--- src/hw/rtl/hhlp_pkg.sv ---
// Shared types and constants for the HTTP header line parser.
package hhlp_pkg;

  localparam int unsigned LenWidthDefault = 10;
  localparam int unsigned CfgWidth        = 10;
  localparam logic [CfgWidth-1:0] MaxValueLenReset = 10'd256;

  localparam logic [7:0] CharColon = 8'h3A;
  localparam logic [7:0] CharCr    = 8'h0D;
  localparam logic [7:0] CharLf    = 8'h0A;
  localparam logic [7:0] CharSpace = 8'h20;

  typedef enum logic [3:0] {
    StStart = 4'd0,
    StKey   = 4'd1,
    StColon = 4'd2,
    StSpace = 4'd3,
    StValue = 4'd4,
    StCr    = 4'd5,
    StLf    = 4'd6,
    StEndCr = 4'd7,
    StBody  = 4'd8,
    StError = 4'd9
  } parse_state_e;

  typedef enum logic [1:0] {
    RoleSkip  = 2'd0,
    RoleKey   = 2'd1,
    RoleValue = 2'd2,
    RoleBody  = 2'd3
  } byte_role_e;

  typedef struct packed {
    logic [7:0] data;
    byte_role_e role;
    logic       line_done;
    logic       headers_done;
    logic       parse_error;
  } byte_tag_t;

endpackage

--- src/hw/rtl/hhlp_core.sv ---
// Header parse state machine with key and value length counters.
module hhlp_core #(
  parameter int unsigned LEN_WIDTH = hhlp_pkg::LenWidthDefault
) (
  input  logic                          clk_i,
  input  logic                          rst_ni,
  input  logic                          step_i,
  input  logic [7:0]                    byte_i,
  input  logic                          restart_i,
  input  logic [hhlp_pkg::CfgWidth-1:0] max_len_i,
  output hhlp_pkg::byte_tag_t           tag_o,
  output logic [LEN_WIDTH-1:0]          key_len_o,
  output logic [LEN_WIDTH-1:0]          val_len_o
);

  localparam int unsigned CmpWidth =
    (LEN_WIDTH > hhlp_pkg::CfgWidth) ? LEN_WIDTH : hhlp_pkg::CfgWidth;
  localparam logic [LEN_WIDTH-1:0] LenMax = {LEN_WIDTH{1'b1}};
  localparam logic [LEN_WIDTH-1:0] LenOne = LEN_WIDTH'(1);

  hhlp_pkg::parse_state_e state_q, state_d, state_cur;
  logic [LEN_WIDTH-1:0]   key_cnt_q, key_cnt_d, key_cnt_cur;
  logic [LEN_WIDTH-1:0]   val_cnt_q, val_cnt_d, val_cnt_cur;
  logic                   is_crlf;
  logic                   val_full;

  always_ff @(posedge clk_i or negedge rst_ni) begin
    if (!rst_ni) begin
      state_q   <= hhlp_pkg::StStart;
      key_cnt_q <= '0;
      val_cnt_q <= '0;
    end else if (step_i) begin
      state_q   <= state_d;
      key_cnt_q <= key_cnt_d;
      val_cnt_q <= val_cnt_d;
    end
  end

  // restart clears the parser before this byte is handled
  assign state_cur   = restart_i ? hhlp_pkg::StStart : state_q;
  assign key_cnt_cur = restart_i ? '0 : key_cnt_q;
  assign val_cnt_cur = restart_i ? '0 : val_cnt_q;

  assign is_crlf  = (byte_i == hhlp_pkg::CharCr) || (byte_i == hhlp_pkg::CharLf);
  assign val_full = CmpWidth'(val_cnt_cur) >= CmpWidth'(max_len_i);

  always_comb begin
    state_d               = state_cur;
    key_cnt_d             = key_cnt_cur;
    val_cnt_d             = val_cnt_cur;
    tag_o.data            = byte_i;
    tag_o.role            = hhlp_pkg::RoleSkip;
    tag_o.line_done       = 1'b0;
    tag_o.headers_done    = 1'b0;
    key_len_o             = '0;
    val_len_o             = '0;
    unique case (state_cur)
      hhlp_pkg::StStart: begin
        if (!is_crlf) begin
          state_d    = hhlp_pkg::StKey;
          key_cnt_d  = LenOne;
          tag_o.role = hhlp_pkg::RoleKey;
        end
      end
      hhlp_pkg::StKey: begin
        if (byte_i == hhlp_pkg::CharColon) begin
          state_d = hhlp_pkg::StColon;
        end else if (is_crlf) begin
          state_d = hhlp_pkg::StError;
        end else begin
          if (key_cnt_cur != LenMax) key_cnt_d = key_cnt_cur + LenOne;
          tag_o.role = hhlp_pkg::RoleKey;
        end
      end
      hhlp_pkg::StColon: begin
        state_d = (byte_i == hhlp_pkg::CharSpace) ? hhlp_pkg::StSpace : hhlp_pkg::StError;
      end
      hhlp_pkg::StSpace: begin
        state_d    = hhlp_pkg::StValue;
        val_cnt_d  = LenOne;
        tag_o.role = hhlp_pkg::RoleValue;
      end
      hhlp_pkg::StValue: begin
        if (byte_i == hhlp_pkg::CharCr) begin
          state_d = hhlp_pkg::StCr;
        end else if (val_full) begin
          state_d = hhlp_pkg::StError;
        end else begin
          if (val_cnt_cur != LenMax) val_cnt_d = val_cnt_cur + LenOne;
          tag_o.role = hhlp_pkg::RoleValue;
        end
      end
      hhlp_pkg::StCr: begin
        if (byte_i == hhlp_pkg::CharLf) begin
          state_d         = hhlp_pkg::StLf;
          tag_o.line_done = 1'b1;
          key_len_o       = key_cnt_cur;
          val_len_o       = val_cnt_cur;
        end else begin
          state_d = hhlp_pkg::StError;
        end
      end
      hhlp_pkg::StLf: begin
        if (byte_i == hhlp_pkg::CharCr) begin
          state_d = hhlp_pkg::StEndCr;
        end else begin
          state_d    = hhlp_pkg::StKey;
          key_cnt_d  = LenOne;
          tag_o.role = hhlp_pkg::RoleKey;
        end
      end
      hhlp_pkg::StEndCr: begin
        if (byte_i == hhlp_pkg::CharLf) begin
          state_d            = hhlp_pkg::StBody;
          tag_o.headers_done = 1'b1;
        end else begin
          state_d = hhlp_pkg::StError;
        end
      end
      hhlp_pkg::StBody: begin
        tag_o.role = hhlp_pkg::RoleBody;
      end
      default: begin
        state_d = hhlp_pkg::StError;
      end
    endcase
    tag_o.parse_error = (state_d == hhlp_pkg::StError);
  end

endmodule

--- src/hw/rtl/http_header_line_parser_unit.sv ---
// HTTP header line parser top level: parser core, output skid stage, config register.
// Takes one header byte per clock while in_stall_o is low and returns it tagged (skip,
// key, value, body) with line and end-of-header flags, key and value lengths of each
// completed line, and a sticky error flag. Every byte yields exactly one result,
// registered in the result or skid register and held only while the receiver stalls;
// the parse state updates as each byte is taken, so a byte may be accepted every clock.
// A two-entry output stage (result register plus skid register) keeps accepting while
// one result waits; in_stall_o rises only when both entries are full. Write
// max_value_len through the cfg port only while no byte is in flight; restart_i set
// with a byte clears the parse state before that byte is handled.
module http_header_line_parser_unit #(
  parameter int unsigned LEN_WIDTH = hhlp_pkg::LenWidthDefault
) (
  input  logic                          clk_i,
  input  logic                          rst_ni,
  input  logic                          in_valid_i,
  output logic                          in_stall_o,
  input  logic [7:0]                    in_byte_i,
  input  logic                          restart_i,
  output logic                          out_valid_o,
  input  logic                          out_stall_i,
  output logic [7:0]                    out_byte_o,
  output logic [1:0]                    byte_role_o,
  output logic                          line_done_o,
  output logic [LEN_WIDTH-1:0]          key_length_o,
  output logic [LEN_WIDTH-1:0]          value_length_o,
  output logic                          headers_done_o,
  output logic                          parse_error_o,
  input  logic                          cfg_valid_i,
  output logic                          cfg_ready_o,
  input  logic [hhlp_pkg::CfgWidth-1:0] cfg_data_i
);

  logic [hhlp_pkg::CfgWidth-1:0] max_len_q;
  logic                          in_fire;
  logic                          out_fire;

  hhlp_pkg::byte_tag_t  tag_new;
  logic [LEN_WIDTH-1:0] key_len_new, val_len_new;

  logic                 main_valid_q, skid_valid_q;
  hhlp_pkg::byte_tag_t  main_tag_q, skid_tag_q;
  logic [LEN_WIDTH-1:0] main_key_q, skid_key_q, main_val_q, skid_val_q;

  assign cfg_ready_o = 1'b1;

  always_ff @(posedge clk_i or negedge rst_ni) begin
    if (!rst_ni) begin
      max_len_q <= hhlp_pkg::MaxValueLenReset;
    end else if (cfg_valid_i && cfg_ready_o) begin
      max_len_q <= cfg_data_i;
    end
  end

  assign in_stall_o = skid_valid_q;
  assign in_fire    = in_valid_i && !in_stall_o;
  assign out_fire   = out_valid_o && !out_stall_i;

  hhlp_core #(
    .LEN_WIDTH(LEN_WIDTH)
  ) u_core (
    .clk_i     (clk_i),
    .rst_ni    (rst_ni),
    .step_i    (in_fire),
    .byte_i    (in_byte_i),
    .restart_i (restart_i),
    .max_len_i (max_len_q),
    .tag_o     (tag_new),
    .key_len_o (key_len_new),
    .val_len_o (val_len_new)
  );

  always_ff @(posedge clk_i or negedge rst_ni) begin
    if (!rst_ni) begin
      main_valid_q <= 1'b0;
      skid_valid_q <= 1'b0;
    end else if (!main_valid_q || out_fire) begin
      // refill from skid first, it holds the older transaction
      if (skid_valid_q) begin
        main_valid_q <= 1'b1;
        skid_valid_q <= 1'b0;
      end else begin
        main_valid_q <= in_fire;
      end
    end else if (in_fire) begin
      skid_valid_q <= 1'b1;
    end
  end

  always_ff @(posedge clk_i) begin
    if (!main_valid_q || out_fire) begin
      if (skid_valid_q) begin
        main_tag_q <= skid_tag_q;
        main_key_q <= skid_key_q;
        main_val_q <= skid_val_q;
      end else if (in_fire) begin
        main_tag_q <= tag_new;
        main_key_q <= key_len_new;
        main_val_q <= val_len_new;
      end
    end else if (in_fire) begin
      skid_tag_q <= tag_new;
      skid_key_q <= key_len_new;
      skid_val_q <= val_len_new;
    end
  end

  assign out_valid_o    = main_valid_q;
  assign out_byte_o     = main_tag_q.data;
  assign byte_role_o    = main_tag_q.role;
  assign line_done_o    = main_tag_q.line_done;
  assign key_length_o   = main_key_q;
  assign value_length_o = main_val_q;
  assign headers_done_o = main_tag_q.headers_done;
  assign parse_error_o  = main_tag_q.parse_error;

  // skid entry only fills behind a waiting result
  a_skid_behind_main: assert property (@(posedge clk_i) disable iff (!rst_ni)
    skid_valid_q |-> main_valid_q)
    else $error("skid entry valid without a result in the output register");

  // a completed line always carries a key and a value byte
  a_line_lengths: assert property (@(posedge clk_i) disable iff (!rst_ni)
    (out_valid_o && line_done_o) |-> (key_length_o != '0 && value_length_o != '0))
    else $error("completed line reported with zero key or value length");

  // end of headers is a delimiter byte and not also a line end
  a_hdr_done_role: assert property (@(posedge clk_i) disable iff (!rst_ni)
    (out_valid_o && headers_done_o) |->
      (byte_role_o == hhlp_pkg::RoleSkip && !line_done_o && !parse_error_o))
    else $error("headers_done on a non-delimiter byte");

  // error bytes are never tagged as payload
  a_error_role: assert property (@(posedge clk_i) disable iff (!rst_ni)
    (out_valid_o && parse_error_o) |-> (byte_role_o == hhlp_pkg::RoleSkip))
    else $error("byte tagged with a role while in error state");

endmodule
--- config.mk ---
export PLATFORM = sky130hd
export DESIGN_NAME = http_header_line_parser_unit
export DESIGN_NICKNAME = d
export VERILOG_FILES = /design/src/hw/rtl/hhlp_pkg.sv /design/src/hw/rtl/hhlp_core.sv /design/src/hw/rtl/http_header_line_parser_unit.sv
export SDC_FILE = /design/constraint.sdc
export NUM_CORES = 1
export LEC_CHECK = 0
export BUFFER_PORTS_ARGS = -buffer_cell sky130_fd_sc_hd__buf_2
export CORE_MARGIN = 2
export CORE_UTILIZATION = 35
export CTS_CLUSTER_SIZE = 30
export DETAILED_ROUTE_END_ITERATION = 8
export HOLD_SLACK_MARGIN = 0.05
export PLACE_DENSITY = 0.64
export RECOVER_POWER = 50
export SYNTH_ARGS = -nofsm -noshare
export SYNTH_HDL_FRONTEND = slang
export SYNTH_SLANG_ARGS = --single-unit
export TNS_END_PERCENT = 1
--- constraint.sdc ---
create_clock -name clk_i -period 9.7 [get_ports clk_i]
set_input_delay 0.485 -clock clk_i [delete_from_list [all_inputs] [get_ports clk_i]]
set_output_delay 0.485 -clock clk_i [all_outputs]
set_load 0.1 [all_outputs]
# Word-level counts from Yosys, hierarchy flattened

Index checks and enable logic that the tools add are counted.
W data, S select, Z words.

Register bits after elaboration: 102
Input port bits: 24
Output and inout port bits: 36
Word-level logic and storage cells: 96

Add/sub/neg operators: 2
Magnitude comparators: 1
Eq/ne operators: 15
Muxes and demuxes: 45
Bitwise operators: 1
Reduce and logical (&&, ||, !) cells: 12

Operators by type and width:

| cell                    | number |
|---|---|
| $mux W10                | 18 |
| $pmux W4 S9             | 1 |
| $mux W4                 | 8 |
| $pmux W10 S3            | 1 |
| $mux W13                | 2 |
| $add A10 B1 Y10 const B | 2 |
| $ne A10 B10 Y1 const B  | 2 |
| $pmux W10 S2            | 1 |
| $eq A4 B3 Y1 const B    | 4 |
| $eq A8 B4 Y1 const B    | 2 |
| $eq A8 B6 Y1 const B    | 2 |
| $pmux W2 S6             | 1 |
| $ge A10 B10 Y1          | 1 |
| $mux W1                 | 10 |
| $eq A4 B2 Y1 const B    | 2 |
| $eq A4 B4 Y1 const B    | 2 |
| $eq A4 B1 Y1 const B    | 1 |
| $logic_not A4 Y1        | 1 |
| $mux W2                 | 2 |
| $reduce_and A2 Y1       | 2 |
| $reduce_bool A2 Y1      | 2 |
| $logic_not A1 Y1        | 3 |
| $mux W3                 | 1 |
| $logic_and A1 B1 Y1     | 2 |
| other kinds (2)         | 3 |

# Logic depth before layout (Yosys ltp)

Depth in word-level cells: 8
Mapped depth: 13
Depth with buffers taken out: 9

# Hierarchy

Synthesis repeated with hierarchy kept, for this count alone.

Cells, all modules: 479
Area, all modules: 5,565.3 sq um

Modules (own cells, without submodules):

| module                       | times used | cells each | area an instance (sq um) | sequential area each (sq um) |
|---|---|---|---|---|
| http_header_line_parser_unit | 1          | 133        | 2,922.8                  | 2,283.4 |
| hhlp_core                    | 1          | 346        | 2,642.5                  | 600.6 |

# Worst setup path after synthesis

OpenSTA, ideal clock, no wires.

Path kind: reg2reg
From: reg skid_valid_q, in the netlist in_stall_o
To: reg main_tag_q, in the netlist byte_role_o[0], enable pin
Library setup time: 0.434 ns
Arrival: 3.406 ns
Data required time: 9.266 ns
Slack: 5.860 ns
Cell stages (with the launch flop): 5
Buffers on the path: 2
Period minus slack after synthesis: 3.840 ns
Cell sequence: dfrtp_1 -> clkbuf_1 -> clkbuf_1 -> nor2_1 -> a21oi_1

Word-level cells in the longest chain between the ends: 4

Ends and longest elaborated chain:

| element                                 | RTL line                           | RTL |
|---|---|---|
| start: declaration                      | http_header_line_parser_unit.sv:41 | `logic main_valid_q, skid_valid_q;` |
| start signal: assignment                | http_header_line_parser_unit.sv:76 | `skid_valid_q <= 1'b0;` |
| start signal: assignment                | http_header_line_parser_unit.sv:81 | `skid_valid_q <= 1'b0;` |
| start signal: assignment                | http_header_line_parser_unit.sv:86 | `skid_valid_q <= 1'b1;` |
| $logic_not A1 Y1                        | http_header_line_parser_unit.sv:56 | `assign in_fire = in_valid_i && !in_stall_o;` |
| $logic_and A1 B1 Y1                     | http_header_line_parser_unit.sv:56 |  |
| $reduce_bool A2 Y1 (no source line) (*) | -                                  |  |
| $reduce_and A2 Y1 (no source line) (*)  | -                                  |  |
| end signal: assignment                  | http_header_line_parser_unit.sv:93 | `main_tag_q <= skid_tag_q;` |
| end signal: assignment                  | http_header_line_parser_unit.sv:97 | `main_tag_q <= tag_new;` |
| end: declaration                        | http_header_line_parser_unit.sv:42 | `hhlp_pkg::byte_tag_t main_tag_q, skid_tag_q;` |

Mark *: on every way between the ends. The rest lies on a longest branch, timed or not.
A chain may end at the register's enable or synchronous reset.

# Final worst setup path

Same ends and word-level chain as after synthesis.

==> metrics.sh <==
POST-CTS-SETUP-BUFFER-COUNT=0
HOLD_PATH_DEPTH=3
CLK_PIN_SLEW_WORST_PATHS_NS=0.07
WORST_RELATIVE_SLEW_SLACK_PCT=-60.34
YS_SEQ_ELEMENTS=102
NETLIST_TOP_CELLS_AREA='sky130_fd_sc_hd__edfxtp_1 (37%), sky130_fd_sc_hd__dfrtp_1 (16%), sky130_fd_sc_hd__mux2_2 (5.1%), sky130_fd_sc_hd__nand2_1 (4.4%), sky130_fd_sc_hd__nor2_1 (3.2%)'
CRITICAL_PATH_PEAK_FANOUT=48
SEQ_AREA_FRAC_SYNTH_PCT=53.99
N_FILL_CELL=1442
GRT_BUSIEST_LAYER='met2'
PORTBUFFERS=58
IO_PINS=60
FINAL-INSTANCE-COUNT-EXCL-FILL=749
GLOBAL_ROUTE_WIRE_LENGTH_BEFORE_REPAIR_UM=20200
COMMONEST_REGISTER_CELL_AFTER_SYNTHESIS='sky130_fd_sc_hd__edfxtp_1'
CRITICAL_PATH.ENDPOINT_TYPE='flip-flop'
DIE-WIDTH_UM=127.5
ROW_CNT=45
CTS_BUFFERS=9
GP_CONGESTION=0.8821
CRITPATHKIND='flip-flop to flip-flop'
ROOT_BUFFER='sky130_fd_sc_hd__clkbuf_16'
HOLDBUFCOUNTCTS=0
NETLIST-CELL-TYPE-COUNT=64
YS_ASYNC_SR_FRACTION_PCT=35.29
GRT_ANTENNA_BEFORE_REPAIR=0
CRIT_SHARE_POST_ROUTE_PCT=38.50
FIN_CRIT_NS=3.734
ALL_LAYER_GLOBAL_ROUTING_USAGE_PCT=15.64
SYNTH_TOP_AREA_CELL='sky130_fd_sc_hd__edfxtp_1'
CAP_VIOLATIONS=3
GLOBALROUTE.TOTALOVERFLOW=0
FINAL.SETUP.TNS_NS=0
MAXCLOCKFREQUENCY_GHz=0.2678
USE_MET3_PCT=2.471
RSZ_0062_RAISED_AFTER_GLOBAL_ROUTING='false'
FINAL_WIRELENGTH_UM=12150
FINAL_CELL_MIX='sky130_fd_sc_hd__edfxtp_1 (66), sky130_fd_sc_hd__nand2_1 (63), sky130_fd_sc_hd__clkbuf_1 (46)'
NUMBER_OF_FLOPS_MAPPED_TO_ENABLE_CELLS_BY_YOSYS=66
VIAS=4059
MET1_USAGE_PCT=21.19
YOSYS_WARNINGS=0
POST-DP-HPWL_UM=8456
VIA_CELL_RATIO=5.419
CRITPATHARRIVALTIME_NS=3.71
GRT_START_MAX_NET_PINS=49
CTS_MAX_PATH_BUFFERS=2
CRITICAL_PATH_REQUIRED_NS=9.68
DRC_ERRORS=0
NETLIST_AREA_UM2=5341
NUMBER_OF_CLOCK_SINKS=102
HOLDPATHEND='max_len_q[3]$_DFFE_PN0P_'
SYN_TO_FINAL_GROWTH_PCT=12.46
LAYOUT-DRIVE-GT1-SHARE_PCT=13.37
VIOLATIONS='capacitance limit, slew limit'
RRSETUPSLACK_NS=5.97
SYNTHESIZED_NETS=546
KIND_OF_PATH_BEHIND_THE_TIGHTEST_HOLD_CHECK='primary input to flip-flop'
INSERTION_DELAY_NS=0.35
NUM-NETS-FINAL=591
OUTCOME='finished with violations'
REPORT.FINAL.SETUP_VIOL=0
GRT_PASS1_VIAS=4022
MOST_COMMON_LIBRARY_CELL_IN_THE_LAYOUT_IGNORING_FILL_AND_TAPS='sky130_fd_sc_hd__edfxtp_1'
DRT-WIRELENGTH-PER-CELL_UM=16.23
MAPPED_AVG_CELL_AREA_UM2=10.45
POWER_LEAKAGE_nW=2.258
STARTING_DRC_COUNT_IN_DETAILED_ROUTING=395
FLOORPLAN.INITIALDENSITY_PCT=35.53
FIN_HOLD_VIOLS=0
CTSRESIZECOUNT=0
DIE_AREA_UM2=16270
SYNTH_LARGEST_TYPE_AREA_FRACTION_PCT=37.10
GRT.MET2_USAGE_PCT=24.50
R2R.WORST_PATH.CELLS=3
MAX_SLEW_VIOLATION_COUNT=120
VDD_IR_DROP_MAX_uV=69.61
CTS-HTREE-LEVELS=3
CHIPHEIGHT_UM=127.5
START_KIND='flip-flop'
MIN_FROM='cfg_data_i[3]'
CRITICAL_PATH.REG2REG.ENDPOINT='byte_role_o[0]$_DFFE_PP_'
TIMING.CLOCK.SKEW_NS=0.004475
ANTENNA_CELLS=0
TRITONCTS='done'
DETAIL_ROUTE.FIRST_PASS.ITERATIONS=6
WORST_MAX_SLEW_PIN_SLEW_NS=2.405
CORE_BOX_AREA_UM2=15030
POWER_DENSITY_nW_PER_UM2=181.8
CRIT-REG2REG-LAUNCH='in_stall_o$_DFFE_PN0P_'
ANTENNA_LEFT=0
DP.CELLS=733
POSTSYNTHCELLCOUNT=511
sequential cells by signal (all words and copies together), names as in the netlist:
register	count
byte_role_o	2
max_len_q	10
u_core.key_cnt_q	10
u_core.state_q	4
skid_key_q	10
line_done_o	1
value_length_o	10
in_stall_o	1
headers_done_o	1
parse_error_o	1
u_core.val_cnt_q	10
key_length_o	10
out_valid_o	1
out_byte_o	8
skid_tag_q	13
skid_val_q	10
power by group:
part | switching (W) | internal [W]
clock network | 0.000164 | 0.000200
registers | 0.0000184 | 0.000496
logic | 0.000169 | 0.0000450
metrics by stage:
step	worst slack (ns)	hold slack (ns)	utilization [%]	power (W)	area, um^2
2_1_floorplan	5.860	0.1894	-	0.0006941	5341
5_1_grt	5.508	0.3575	39.96	0.001136	6007
3_3_place_gp	6.381	0.5092	38.39	0.0007347	5772
6_report	5.966	0.3401	39.96	0.001092	6007
4_1_cts	6.586	0.2863	40.37	0.001104	6070
3_5_place_dp	6.238	0.5005	38.39	0.0007397	5772
cell usage after synthesis, types with 2 or more instances:
library cell / instances
sky130_fd_sc_hd__a211o_1: 3
sky130_fd_sc_hd__a211oi_1: 2
sky130_fd_sc_hd__a21o_1: 4
sky130_fd_sc_hd__a21oi_1: 22
sky130_fd_sc_hd__a31o_2: 2
sky130_fd_sc_hd__a31oi_1: 5
sky130_fd_sc_hd__a32o_1: 2
sky130_fd_sc_hd__and2_1: 14
sky130_fd_sc_hd__and3_1: 6
sky130_fd_sc_hd__and4b_1: 2
sky130_fd_sc_hd__buf_2: 9
sky130_fd_sc_hd__buf_4: 2
sky130_fd_sc_hd__buf_6: 2
sky130_fd_sc_hd__clkbuf_1: 14
sky130_fd_sc_hd__dfrtp_1: 35
sky130_fd_sc_hd__edfxtp_1: 66
sky130_fd_sc_hd__ha_1: 11
sky130_fd_sc_hd__inv_1: 22
sky130_fd_sc_hd__mux2_2: 24
sky130_fd_sc_hd__nand2_1: 63
sky130_fd_sc_hd__nand2b_1: 10
sky130_fd_sc_hd__nand3_1: 14
sky130_fd_sc_hd__nand4_1: 8
sky130_fd_sc_hd__nand4b_1: 2
sky130_fd_sc_hd__nor2_1: 45
sky130_fd_sc_hd__nor2b_1: 10
sky130_fd_sc_hd__nor3_1: 12
sky130_fd_sc_hd__nor4_1: 2
sky130_fd_sc_hd__o211ai_1: 8
sky130_fd_sc_hd__o21ai_0: 33
sky130_fd_sc_hd__o21ai_1: 3
sky130_fd_sc_hd__o22ai_1: 3
sky130_fd_sc_hd__o31ai_1: 12
sky130_fd_sc_hd__or2_2: 3
sky130_fd_sc_hd__or3_1: 7
final cells by class:
cell class,count,area [um^2],share of cell area (%)
clock buffer,9,225.2,3.749
clock inverter,7,72.57,1.208
inverter,22,82.58,1.375
multi-input combinational,359,2250,37.45
sequential,102,2884,48.01
tap,188,235.2,3.916
timing repair buffer,62,257.7,4.291
per-layer routing:
layer / vias to the layer above / share of wire (%)
met5: - / 0
met4: 0 / 2.4
met3: 20 / 5.4
met2: 141 / 47
met1: 1950 / 45
li1: 1948 / -
logic make-up after synthesis:
logic type / Yosys count / share of synthesized area [%]
fa+ha+maj: 11 / 2.577
buf+inv: 50 / 4.146
simple gates: 209 / 19.86
other cells: 1 / 0.07021
flops: 102 / 53.99
xor+xnor: 1 / 0.1640
mux: 25 / 5.247
compound gates: 112 / 13.94
critical path, cell delays in order (launching register included):
cell and delay (ns):
sky130_fd_sc_hd__dfrtp_1 0.33, sky130_fd_sc_hd__clkbuf_1 1.71, sky130_fd_sc_hd__nor2_1 0.36, sky130_fd_sc_hd__a21oi_4 0.94
worst max-delay path by stage:
stage | start | end | depth (start not counted)
after floorplan | in_stall_o$_DFFE_PN0P_ | byte_role_o[0]$_DFFE_PP_ | 4
after global placement | restart_i | u_core.key_cnt_q[7]$_DFFE_PN0P_ | 10
after detailed placement | restart_i | u_core.key_cnt_q[7]$_DFFE_PN0P_ | 10
after CTS | restart_i | u_core.key_cnt_q[7]$_DFFE_PN0P_ | 10
after global routing | in_stall_o$_DFFE_PN0P_ | byte_role_o[0]$_DFFE_PP_ | 3
final | in_stall_o$_DFFE_PN0P_ | byte_role_o[0]$_DFFE_PP_ | 3
No activity file was read; power rests on OpenSTA's default activity.
